File: src/u8v_pkg.sv
// Shared types, constants and lookup functions of the UTF-8 stream validator.
package u8v_pkg;

  localparam int NUM_CLASSES = 12;
  localparam int NUM_STATES  = 9;

  localparam logic [3:0] ST_ACCEPT = 4'd0;
  localparam logic [3:0] ST_REJECT = 4'd1;

  localparam logic [1:0] STATUS_VALID     = 2'd0;
  localparam logic [1:0] STATUS_INVALID   = 2'd1;
  localparam logic [1:0] STATUS_TRUNC_BOM = 2'd2;

  localparam logic [1:0] BOM_LEN = 2'd3;

  localparam logic [7:0] BOM_BYTE0 = 8'hEF;
  localparam logic [7:0] BOM_BYTE1 = 8'hBB;
  localparam logic [7:0] BOM_BYTE2 = 8'hBF;

  // Byte class codes.
  localparam logic [3:0] CLS_ASCII   = 4'd0;
  localparam logic [3:0] CLS_CONT_LO = 4'd1;
  localparam logic [3:0] CLS_LEAD2   = 4'd2;
  localparam logic [3:0] CLS_LEAD3   = 4'd3;
  localparam logic [3:0] CLS_ED      = 4'd4;
  localparam logic [3:0] CLS_F4      = 4'd5;
  localparam logic [3:0] CLS_LEAD4   = 4'd6;
  localparam logic [3:0] CLS_CONT_HI = 4'd7;
  localparam logic [3:0] CLS_BAD     = 4'd8;
  localparam logic [3:0] CLS_CONT_MD = 4'd9;
  localparam logic [3:0] CLS_E0      = 4'd10;
  localparam logic [3:0] CLS_F0      = 4'd11;

  localparam logic [3:0] NEXT_TAB [NUM_STATES][NUM_CLASSES] = '{
    '{4'd0, 4'd1, 4'd2, 4'd3, 4'd5, 4'd8, 4'd7, 4'd1, 4'd1, 4'd1, 4'd4, 4'd6},
    '{4'd1, 4'd1, 4'd1, 4'd1, 4'd1, 4'd1, 4'd1, 4'd1, 4'd1, 4'd1, 4'd1, 4'd1},
    '{4'd1, 4'd0, 4'd1, 4'd1, 4'd1, 4'd1, 4'd1, 4'd0, 4'd1, 4'd0, 4'd1, 4'd1},
    '{4'd1, 4'd2, 4'd1, 4'd1, 4'd1, 4'd1, 4'd1, 4'd2, 4'd1, 4'd2, 4'd1, 4'd1},
    '{4'd1, 4'd1, 4'd1, 4'd1, 4'd1, 4'd1, 4'd1, 4'd2, 4'd1, 4'd1, 4'd1, 4'd1},
    '{4'd1, 4'd2, 4'd1, 4'd1, 4'd1, 4'd1, 4'd1, 4'd1, 4'd1, 4'd2, 4'd1, 4'd1},
    '{4'd1, 4'd1, 4'd1, 4'd1, 4'd1, 4'd1, 4'd1, 4'd3, 4'd1, 4'd3, 4'd1, 4'd1},
    '{4'd1, 4'd3, 4'd1, 4'd1, 4'd1, 4'd1, 4'd1, 4'd3, 4'd1, 4'd3, 4'd1, 4'd1},
    '{4'd1, 4'd3, 4'd1, 4'd1, 4'd1, 4'd1, 4'd1, 4'd1, 4'd1, 4'd1, 4'd1, 4'd1}
  };

  typedef struct packed {
    logic [7:0] data_byte;
    logic [3:0] cls;
    logic       byte_present;
    logic       last_item;
  } item_t;

  function automatic logic [3:0] classify_byte(input logic [7:0] b);
    logic [3:0] c;
    priority if (b <= 8'h7F) c = CLS_ASCII;
    else if (b <= 8'h8F) c = CLS_CONT_LO;
    else if (b <= 8'h9F) c = CLS_CONT_MD;
    else if (b <= 8'hBF) c = CLS_CONT_HI;
    else if (b <= 8'hC1) c = CLS_BAD;
    else if (b <= 8'hDF) c = CLS_LEAD2;
    else if (b == 8'hE0) c = CLS_E0;
    else if (b == 8'hED) c = CLS_ED;
    else if (b <= 8'hEF) c = CLS_LEAD3;
    else if (b == 8'hF0) c = CLS_F0;
    else if (b <= 8'hF3) c = CLS_LEAD4;
    else if (b == 8'hF4) c = CLS_F4;
    else c = CLS_BAD;
    return c;
  endfunction

  function automatic logic [3:0] dfa_step(input logic [3:0] st, input logic [3:0] cls);
    logic [3:0] n;
    if (st >= 4'(NUM_STATES) || cls >= 4'(NUM_CLASSES)) begin
      n = ST_REJECT;
    end else begin
      n = NEXT_TAB[st][cls];
    end
    return n;
  endfunction

  function automatic logic [7:0] bom_byte(input logic [1:0] idx);
    logic [7:0] b;
    unique case (idx)
      2'd0:    b = BOM_BYTE0;
      2'd1:    b = BOM_BYTE1;
      2'd2:    b = BOM_BYTE2;
      default: b = 8'h00;
    endcase
    return b;
  endfunction

endpackage

File: src/u8v_front.sv
// Front stage: accepts input items, classifies the byte and feeds the queue.
module u8v_front (
  input  logic             clk,
  input  logic             rst,
  input  logic             item_valid,
  output logic             item_stall,
  input  logic [7:0]       data_byte,
  input  logic             byte_present,
  input  logic             last_item,
  output logic             push,
  output u8v_pkg::item_t   push_item,
  input  logic             q_full
);

  logic           stage_valid;
  u8v_pkg::item_t stage_item;
  logic           accept;
  logic           keep;

  assign push       = stage_valid && !q_full;
  assign push_item  = stage_item;
  assign item_stall = stage_valid && q_full;
  assign accept     = item_valid && !item_stall;
  // drop end markers that do not close a string
  assign keep       = byte_present || last_item;

  always_ff @(posedge clk) begin
    if (rst) begin
      stage_valid <= 1'b0;
    end else if (accept && keep) begin
      stage_valid <= 1'b1;
    end else if (push) begin
      stage_valid <= 1'b0;
    end
  end

  always_ff @(posedge clk) begin
    if (accept && keep) begin
      stage_item.data_byte    <= data_byte;
      stage_item.cls          <= u8v_pkg::classify_byte(data_byte);
      stage_item.byte_present <= byte_present;
      stage_item.last_item    <= last_item;
    end
  end

endmodule

File: src/u8v_queue.sv
// Short FIFO of classified items between the front and back stages.
module u8v_queue #(
  parameter int DEPTH = 4
) (
  input  logic           clk,
  input  logic           rst,
  input  logic           push,
  input  u8v_pkg::item_t push_item,
  output logic           full,
  input  logic           pop,
  output logic           q_valid,
  output u8v_pkg::item_t q_item
);

  localparam int PTR_W = (DEPTH > 1) ? $clog2(DEPTH) : 1;
  localparam int CNT_W = $clog2(DEPTH + 1);

  u8v_pkg::item_t   slots [DEPTH];
  logic [PTR_W-1:0] wr_ptr;
  logic [PTR_W-1:0] rd_ptr;
  logic [CNT_W-1:0] count;

  assign full    = (count == CNT_W'(DEPTH));
  assign q_valid = (count != '0);
  assign q_item  = slots[rd_ptr];

  always_ff @(posedge clk) begin
    if (rst) begin
      wr_ptr <= '0;
      rd_ptr <= '0;
      count  <= '0;
    end else begin
      if (push) begin
        wr_ptr <= (wr_ptr == PTR_W'(DEPTH - 1)) ? '0 : wr_ptr + 1'b1;
      end
      if (pop) begin
        rd_ptr <= (rd_ptr == PTR_W'(DEPTH - 1)) ? '0 : rd_ptr + 1'b1;
      end
      if (push && !pop) begin
        count <= count + 1'b1;
      end else if (pop && !push) begin
        count <= count - 1'b1;
      end
    end
  end

  always_ff @(posedge clk) begin
    if (push) begin
      slots[wr_ptr] <= push_item;
    end
  end

  a_count_bound: assert property (@(posedge clk) disable iff (rst) count <= CNT_W'(DEPTH))
    else $error("queue count exceeds depth");
  a_no_overflow: assert property (@(posedge clk) disable iff (rst) push |-> (!full || pop))
    else $error("push into full queue");
  a_no_underflow: assert property (@(posedge clk) disable iff (rst) pop |-> q_valid)
    else $error("pop from empty queue");

endmodule

File: src/u8v_back.sv
// Back stage: runs the UTF-8 automaton and BOM compare, and holds the result.
module u8v_back (
  input  logic           clk,
  input  logic           rst,
  input  logic           bom_check_enable,
  input  logic           q_valid,
  input  u8v_pkg::item_t q_item,
  output logic           pop,
  output logic           result_valid,
  input  logic           result_stall,
  output logic [1:0]     status,
  output logic           bom_found
);

  logic [3:0] dfa_state;
  logic [1:0] bom_matched;
  logic       bom_comparing;
  logic       bom_seen;

  logic [3:0] dfa_state_next;
  logic [1:0] bom_matched_next;
  logic       bom_comparing_next;
  logic       bom_seen_next;
  logic [1:0] status_next;
  logic       out_free;

  assign out_free = !result_valid || !result_stall;
  // a non-final item needs no output slot
  assign pop      = q_valid && (!q_item.last_item || out_free);

  always_comb begin
    dfa_state_next     = dfa_state;
    bom_matched_next   = bom_matched;
    bom_comparing_next = bom_comparing;
    bom_seen_next      = bom_seen;
    if (q_item.byte_present) begin
      dfa_state_next = u8v_pkg::dfa_step(dfa_state, q_item.cls);
      if (bom_comparing) begin
        if (bom_check_enable && bom_matched != u8v_pkg::BOM_LEN &&
            q_item.data_byte == u8v_pkg::bom_byte(bom_matched)) begin
          bom_matched_next = bom_matched + 1'b1;
          if (bom_matched == u8v_pkg::BOM_LEN - 1'b1) begin
            bom_seen_next      = 1'b1;
            bom_comparing_next = 1'b0;
          end
        end else begin
          bom_comparing_next = 1'b0;
        end
      end
    end
    priority if (bom_check_enable && bom_comparing_next && bom_matched_next != 2'd0 &&
                 bom_matched_next != u8v_pkg::BOM_LEN) begin
      status_next = u8v_pkg::STATUS_TRUNC_BOM;
    end else if (dfa_state_next != u8v_pkg::ST_ACCEPT) begin
      status_next = u8v_pkg::STATUS_INVALID;
    end else begin
      status_next = u8v_pkg::STATUS_VALID;
    end
  end

  always_ff @(posedge clk) begin
    if (rst) begin
      dfa_state     <= u8v_pkg::ST_ACCEPT;
      bom_matched   <= 2'd0;
      bom_comparing <= 1'b1;
      bom_seen      <= 1'b0;
    end else if (pop) begin
      if (q_item.last_item) begin
        dfa_state     <= u8v_pkg::ST_ACCEPT;
        bom_matched   <= 2'd0;
        bom_comparing <= 1'b1;
        bom_seen      <= 1'b0;
      end else begin
        dfa_state     <= dfa_state_next;
        bom_matched   <= bom_matched_next;
        bom_comparing <= bom_comparing_next;
        bom_seen      <= bom_seen_next;
      end
    end
  end

  always_ff @(posedge clk) begin
    if (rst) begin
      result_valid <= 1'b0;
    end else if (pop && q_item.last_item) begin
      result_valid <= 1'b1;
    end else if (!result_stall) begin
      result_valid <= 1'b0;
    end
  end

  always_ff @(posedge clk) begin
    if (pop && q_item.last_item) begin
      status    <= status_next;
      bom_found <= bom_seen_next;
    end
  end

  a_state_range: assert property (@(posedge clk) disable iff (rst)
    dfa_state < 4'(u8v_pkg::NUM_STATES))
    else $error("automaton state out of range");
  a_bom_seen: assert property (@(posedge clk) disable iff (rst)
    bom_seen |-> (bom_matched == u8v_pkg::BOM_LEN && !bom_comparing))
    else $error("BOM flag without full match");
  a_no_overwrite: assert property (@(posedge clk) disable iff (rst)
    !(pop && q_item.last_item && result_valid && result_stall))
    else $error("result overwritten while stalled");
  a_result_clears: assert property (@(posedge clk) disable iff (rst)
    (pop && q_item.last_item) |=> (dfa_state == u8v_pkg::ST_ACCEPT && bom_comparing))
    else $error("string state not cleared after result");

endmodule

File: src/utf8_stream_validator.sv
// Top level of the UTF-8 stream validator: front stage, item queue, back stage.
//
// The validator takes one byte item per cycle on the item channel while item_stall is low
// and gives one result on the result channel for each item that has last_item set.
// Sustained rate is one item per clock when nothing stalls: the front stage classifies the
// byte with a chain of range compares while the back stage advances the 9-state
// automaton with one table step per byte, and the queue of QUEUE_DEPTH entries between
// them lets either side stall alone. When nothing stalls, a final item passes the front
// register, the queue and the result register in that order before result_valid rises.
// The result register is refilled in the same cycle it is drained, so back-to-back short
// strings also run at one item per cycle when nothing stalls. bom_check_enable resets
// to 1 and is written through the cfg channel, which is always ready; write it only
// while no string is in flight.
module utf8_stream_validator #(
  parameter int QUEUE_DEPTH = 4
) (
  input  logic       clk,
  input  logic       rst,
  // item channel
  input  logic       item_valid,
  output logic       item_stall,
  input  logic [7:0] data_byte,
  input  logic       byte_present,
  input  logic       last_item,
  // result channel
  output logic       result_valid,
  input  logic       result_stall,
  output logic [1:0] status,
  output logic       bom_found,
  // configuration write channel
  input  logic       cfg_valid,
  output logic       cfg_ready,
  input  logic       cfg_data
);

  logic           bom_check_enable;
  logic           push;
  u8v_pkg::item_t push_item;
  logic           q_full;
  logic           pop;
  logic           q_valid;
  u8v_pkg::item_t q_item;

  // Accept a configuration transfer in any cycle.
  assign cfg_ready = 1'b1;

  always_ff @(posedge clk) begin
    if (rst) begin
      bom_check_enable <= 1'b1;
    end else if (cfg_valid && cfg_ready) begin
      bom_check_enable <= cfg_data;
    end
  end

  // Classify and register each transfer; end markers that close nothing are dropped.
  u8v_front u_front (
    .clk          (clk),
    .rst          (rst),
    .item_valid   (item_valid),
    .item_stall   (item_stall),
    .data_byte    (data_byte),
    .byte_present (byte_present),
    .last_item    (last_item),
    .push         (push),
    .push_item    (push_item),
    .q_full       (q_full)
  );

  // Hold classified items until the back stage takes them.
  u8v_queue #(
    .DEPTH (QUEUE_DEPTH)
  ) u_queue (
    .clk       (clk),
    .rst       (rst),
    .push      (push),
    .push_item (push_item),
    .full      (q_full),
    .pop       (pop),
    .q_valid   (q_valid),
    .q_item    (q_item)
  );

  // Advance the automaton and BOM compare; load the result on each final item.
  u8v_back u_back (
    .clk              (clk),
    .rst              (rst),
    .bom_check_enable (bom_check_enable),
    .q_valid          (q_valid),
    .q_item           (q_item),
    .pop              (pop),
    .result_valid     (result_valid),
    .result_stall     (result_stall),
    .status           (status),
    .bom_found        (bom_found)
  );

endmodule

File: config.mk
export PLATFORM = sky130hd
export DESIGN_NAME = utf8_stream_validator
export DESIGN_NICKNAME = d
export VERILOG_FILES = /design/src/u8v_pkg.sv /design/src/u8v_front.sv /design/src/u8v_queue.sv /design/src/u8v_back.sv /design/src/utf8_stream_validator.sv
export SDC_FILE = /design/constraint.sdc
export NUM_CORES = 1
export LEC_CHECK = 0
export ABC_AREA = 1
export BUFFER_PORTS_ARGS = -buffer_cell sky130_fd_sc_hd__buf_4
export CAP_MARGIN = 10
export CORE_MARGIN = 3
export CORE_UTILIZATION = 35
export DETAILED_ROUTE_END_ITERATION = 8
export MAX_ROUTING_LAYER = met4
export PLACE_DENSITY = 0.61
export SYNTH_ARGS = -nofsm -noshare
export SYNTH_HDL_FRONTEND = slang
export SYNTH_SLANG_ARGS = --single-unit
File: constraint.sdc
create_clock -name clk -period 2.3 [get_ports clk]
set_clock_uncertainty 0.15 [all_clocks]
set_input_delay 0.115 -clock clk [delete_from_list [all_inputs] [get_ports clk]]
set_output_delay 0.115 -clock clk [all_outputs]
set_load 0.03 [all_outputs]
==> results of run 1 <==
[layer usage]
| metal | routed length, um | part of all wire, % | track usage [%] | up-vias |
|---|---|---|---|---|
| li1 | - | - | - | 1537 |
| met1 | 3790 | 45 | 16.90 | 1412 |
| met2 | 4126 | 49 | 22.09 | 83 |
| met3 | 337 | 4.0 | 3.420 | 10 |
| met4 | 100 | 1.2 | 4.640 | 0 |
| met5 | 0 | 0 | - | - |
[report_power, final]
part,internal [mW],switching (mW)
registers,2.02,0.122
clock network,0.851,0.600
logic,0.754,1.21
total,3.63,1.93
[flip-flops by register name (all words and copies together) (netlist names), 2 cells and up, named ones only]
signal and cells:
u_front.push_item 14, u_queue.rd_ptr 2, u_queue.slots 56, u_back.status 2, u_back.bom_matched 2, u_queue.count 3
u_queue.wr_ptr 2, u_back.dfa_state 4
[kinds of logic (layout without fill, tap and decap cells)]
group,after synthesis,after routing,share of synthesized area [%]
AND/OR/NAND/NOR,211,211,22.35
flip-flops,93,93,61.08
AO/OA/AOI/OAI,51,51,6.958
buffers and inverters,56,118,6.397
other,1,1,0.08836
adder cells (fa/ha/maj),10,10,3.125
[layout make-up]
| cell class | instances | area (sq um) |
|---|---|---|
| Fill cell | 1069 | 6487 |
| Sequential cell | 93 | 2600 |
| Multi-Input combinational cell | 273 | 1396 |
| Timing Repair Buffer | 55 | 467.9 |
| Clock buffer | 10 | 229.0 |
| Inverter | 47 | 183.9 |
| Tap cell | 143 | 178.9 |
| Clock inverter | 6 | 70.07 |
[per-stage QoR]
step / setup WS (ns) / utilization, % / TNS [ns]
finish: 0.1495 / 44.14 / 0
CTS: 0.008961 / 43.72 / 0
global placement: 0.08059 / 39.94 / 0
detailed placement: 0.004624 / 39.94 / 0
global route: -0.007564 / 44.14 / -0.007564
floorplan: 0.01255 / - / 0
[final timing paths]
path	startpoint	to	slack, ns	cells after the start
setup / recovery	flop	u_queue.count[1]	0.15	10
hold reg to reg	u_back.bom_seen	u_back.bom_seen	0.30	2
setup reg to reg	flop	u_queue.count[1]	0.15	10
hold / removal	u_back.bom_seen	u_back.bom_seen	0.30	2
[worst register-to-register path, cell delays in order, from the launching register on]
cell and delay (ns):
dfxtp_4 0.40, inv_8 0.06, o21ai_0 0.19, o22ai_2 0.11, nand3_2 0.11, nand2_4 0.05, ha_1 0.17, inv_1 0.10
fa_1 0.43, o21ai_0 0.19, a21oi_1 0.06
[placed cells by master (no fill, tap or decap), types with 2 or more instances in the layout]
cell,instances
inv_1,42
clkbuf_16,9
nor3_1,2
clkinv_4,2
dfxtp_1,16
nand2_1,104
inv_6,2
ha_2,2
nand3_2,4
edfxtp_1,73
o21ai_1,5
o21ai_0,16
nand4_1,3
nor2_2,7
nor2_1,33
dfxtp_2,3
buf_6,2
ha_1,7
inv_2,4
nand2_2,6
buf_4,38
nand3_1,47
dlygate4sd3_1,14
o21a_1,2
a21oi_1,18
[repair_timing]
action                                 in CTS  in global routing
hold buffers                               14                  0
setup endpoints to repair                   0                  4
buffers inserted                            0                  2
resized for setup                           0                 15
endpoints found under the hold margin      21                  0
==> qor.yml, run 1 <==
status: "finished, final reports clean"
coreArea_sq_mm: 0.01161
fin_area_sq_mm: 0.005126
crit_path_end_kind: "flop"
power_mw: 5.561
slew_headroom_pct: 62.44
peakVddDrop_mv: 0.4169
synth_edf_count: 73
startpoint_type: "flop"
drv_slew: 0
dr.pass1.iters: 4
grt_overflow_total: 0
h-tree-depth: 3
slowest_delay_ns: 0.43
numCtsBuffers: 9
drive_gt1_share_pct: 18.60
routed_wl_um: 8354
cp_cell_sequence: "inv_8 > o21ai_0 > o22ai_2 > nand3_2 > nand2_4 > ha_1 > inv_1 > fa_1 > o21ai_0 > a21oi_1"
die_w_um: 116.1
die_h_um: 116.1
ys_top_cells_by_count: "nand2_1 (104), edfxtp_1 (73), nand3_1 (47), inv_1 (42), nor2_1 (33)"
area_delta_synth_final_pct: 20.78
synth_cell_types: 39
rows: 39
ys_warn_count: 0
pin_count: 22
via_per_inst: 4.852
hp-class: "reg -> reg"
yosys.area.top_type: "edfxtp_1"
root_buffer: "clkbuf_16"
grt_use_total_pct: 13.69
drc: 0
maxCapViolations: 0
critPathArrivalTime_ns: 2.22
synth_flop_cell: "edfxtp_1"
synth_most_common_cell: "nand2_1"
crit_buf_inv: 2
ys_seq_elements: 93
worst_slew_pin_slew_ns: 0.5627
period_needed_ns: 2.151
cts_tree: "yes"
clockBufferDepth: 2
route.vias.total: 3042
synth_largest_type_area_fraction_pct: 51.65
drtIter0Drc: 185
nNetsFinal: 505
gp_congestion: 0.8779
first_global_vias: 3011
post-route-period-util_pct: 93.50
synth_seq_area_share_pct: 61.08
antenna_left: 0
power_density_mw_per_mm2: 1085
synth_area_leaders: "edfxtp_1 (52%), dfxtp_1 (9.4%), nand2_1 (9.2%), nand3_1 (5.5%), inv_1 (3.7%)"
fmax_mhz: 465.0
cpMostUsedCell: "o21ai_0"
initial_utilization_pct: 36.54
hold_viol_final: 0
leakagePower_nw: 2.054
diodes: 0
grt_pass1_wl_um: 13940
dieArea_sq_mm: 0.01348
path_clk_slew_ns: 0.06
crit_slowest_cell: "fa_1"
avgSynthCellArea_sq_um: 10.06
grt_antenna_before_repair: 0
setup_violations: 0
hold_slack_ns: 0.2986
dpl-instance-area_sq_mm: 0.004638
clk_latency_ns: 0.33
cpLargestDelayFamily: "adder cells"
finalNonFillerCells: 627
synth-async-reset-ratio_pct: 0
hpwl_um: 5958
grt_max_degree: 24
io_buffers: 20
cts.sinks: 93
cp_max_fo: 11
crit_required_ns: 2.37
critical_path_class: "reg -> reg"
synth_cells: 422
dpl.cell_count: 595
post_drt_wl_per_cell_um: 13.32
synth_nets: 448
syn-cell-area_sq_mm: 0.004244
Power figures use the tool's default switching activity.
==> inputs of run 2 (changes only) <==
--- a/config.mk
+++ b/config.mk
@@ -8,7 +8,7 @@
 export ABC_AREA = 1
 export BUFFER_PORTS_ARGS = -buffer_cell sky130_fd_sc_hd__buf_4
 export CAP_MARGIN = 10
-export CORE_MARGIN = 3
+export CORE_MARGIN = 2
 export CORE_UTILIZATION = 35
 export DETAILED_ROUTE_END_ITERATION = 8
 export MAX_ROUTING_LAYER = met4
==> constraint.sdc (replaced) <==
create_clock -name clk -period 1.75 [get_ports clk]
set_clock_uncertainty 0.15 [all_clocks]
set_input_delay 0.0875 -clock clk [delete_from_list [all_inputs] [get_ports clk]]
set_output_delay 0.0875 -clock clk [all_outputs]
set_load 0.03 [all_outputs]
==> qor.yml, run 2 (same netlist as run 1, synthesis figures left out) <==
clk_latency_ns: 0.33
drive_gt1_share_pct: 33.78
area_delta_synth_final_pct: 35.47
die_w_um: 114.1
h-tree-depth: 3
die_h_um: 114.1
leakagePower_nw: 2.305
layout_commonest_cell: "nand2_1"
fin_area_sq_mm: 0.005749
startpoint_type: "flop"
power_density_mw_per_mm2: 1437
reg2reg_depth: 11
crit_required_ns: 1.82
switching_share_pct: 34.94
post-route-period-util_pct: 118.8
diodes: 0
seq_power_share_pct: 34.0
numCtsBuffers: 9
root_buffer: "clkbuf_16"
setup_violations: 11
nNetsFinal: 545
p_switching_mw: 2.886
drc: 0
p_comb_share_pct: 43.1
final_cell_mix: "nand2_1 (89), edfxtp_1 (73), buf_4 (68)"
utilization_pct: 48.27
routed_wl_um: 8715
status: "finished with violations"
hpwl_um: 6122
period_needed_ns: 2.078
layout_setup_ws_ns: -0.3283
fmax_mhz: 481.2
largest_reg_flops: 56
dieArea_sq_mm: 0.01302
gp_congestion: 0.8421
hold_slack_ns: 0.02856
critical_path_class: "reg -> reg"
internal-power_mw: 5.375
cts_tree: "yes"
grt_use_total_pct: 14.40
route.vias.total: 3146
finalNonFillerCells: 671
first_global_vias: 3111
drv_slew: 0
grt_max_degree: 17
critPathArrivalTime_ns: 2.14
post_drt_wl_per_cell_um: 12.99
holdPathStages: 3
dpl-instance-area_sq_mm: 0.005046
grt_antenna_before_repair: 0
power.share.clock_pct: 22.9
initial_utilization_pct: 35.63
violations: "setup timing"
io_buffers: 20
rsz0062_at_grt: "yes"
antenna_left: 0
peakVddDrop_mv: 0.6821
hold_viol_final: 0
grt_pass1_wl_um: 14270
dpl.cell_count: 637
cp_max_fo: 6
coreArea_sq_mm: 0.01191
via_per_inst: 4.689
cts.sinks: 93
dr.pass1.iters: 4
hp-class: "in -> reg"
crit_path_end_kind: "flop"
drtIter0Drc: 326
clockBufferDepth: 2
power_mw: 8.261
pin_count: 22
rows: 40
largest-register: "u_queue.slots"
maxCapViolations: 0
grt_overflow_total: 0
path_clk_slew_ns: 0.06
==> run 2: cell type report <==
type / instances / area (sq um)
Clock inverter: 5 / 60.06
Multi-Input combinational cell: 273 / 1617
Sequential cell: 93 / 2600
Clock buffer: 11 / 232.7
Timing Repair Buffer: 95 / 867.1
Tap cell: 147 / 183.9
Fill cell: 1093 / 6162
Inverter: 47 / 188.9
==> run 2: final timing paths <==
path / from / to / slack (ns)
setup / recovery: flop / u_queue.count[2] / -0.33
hold / removal: item_valid / u_front.push_item[0] / 0.03
setup reg to reg: flop / u_queue.count[2] / -0.33
hold reg to reg: u_back.bom_seen / u_back.bom_seen / 0.33
==> run 2: repair_timing <==
| item | CTS | global route |
|---|---|---|
| pin swaps | 16 | 17 |
| hold buffers | 14 | 0 |
| setup buffers | 2 | 3 |
| gates resized for setup | 28 | 40 |
| gates cloned | 0 | 0 |
| endpoints found under the setup margin | 19 | 21 |
| endpoints found under the hold margin | 22 | 0 |
==> run 2: routing by layer <==
layer / wire (um) / GRT usage [%]
met1: 3904 / 17.14
met3: 248 / 3.123
met5: 0 / -
met4: 93 / 3.902
met2: 4469 / 24.80
==> run 2: power groups by stage <==
stage               Sequential (mW)  Combinational (mW)  Clock (mW)
floorplan                      2.89                1.78           0
global placement               2.83                3.00           0
detailed placement             2.84                3.05           0
CTS                            2.80                3.30        1.94
global route                   2.84                3.93        2.03
finish                         2.81                3.56        1.89
==> run 2: worst max-delay path, cell delays in order (launching register included) <==
cell	delay, ns
dfxtp_4	0.42
o21ai_2	0.07
o22ai_2	0.20
nand3_2	0.12
nand2_4	0.09
ha_4	0.13
inv_2	0.03
fa_2	0.35
a21oi_2	0.14
o21ai_2	0.07
o21ai_1	0.13
a21oi_1	0.06
==> run 2: stage by stage <==
stage,worst slack [ns],TNS (ns)
5_1_grt,-0.4514,-3.886
3_3_place_gp,-0.3428,-2.283
3_5_place_dp,-0.3878,-2.649
2_1_floorplan,-0.4537,-7.720
4_1_cts,-0.3219,-1.637
6_report,-0.3283,-1.644
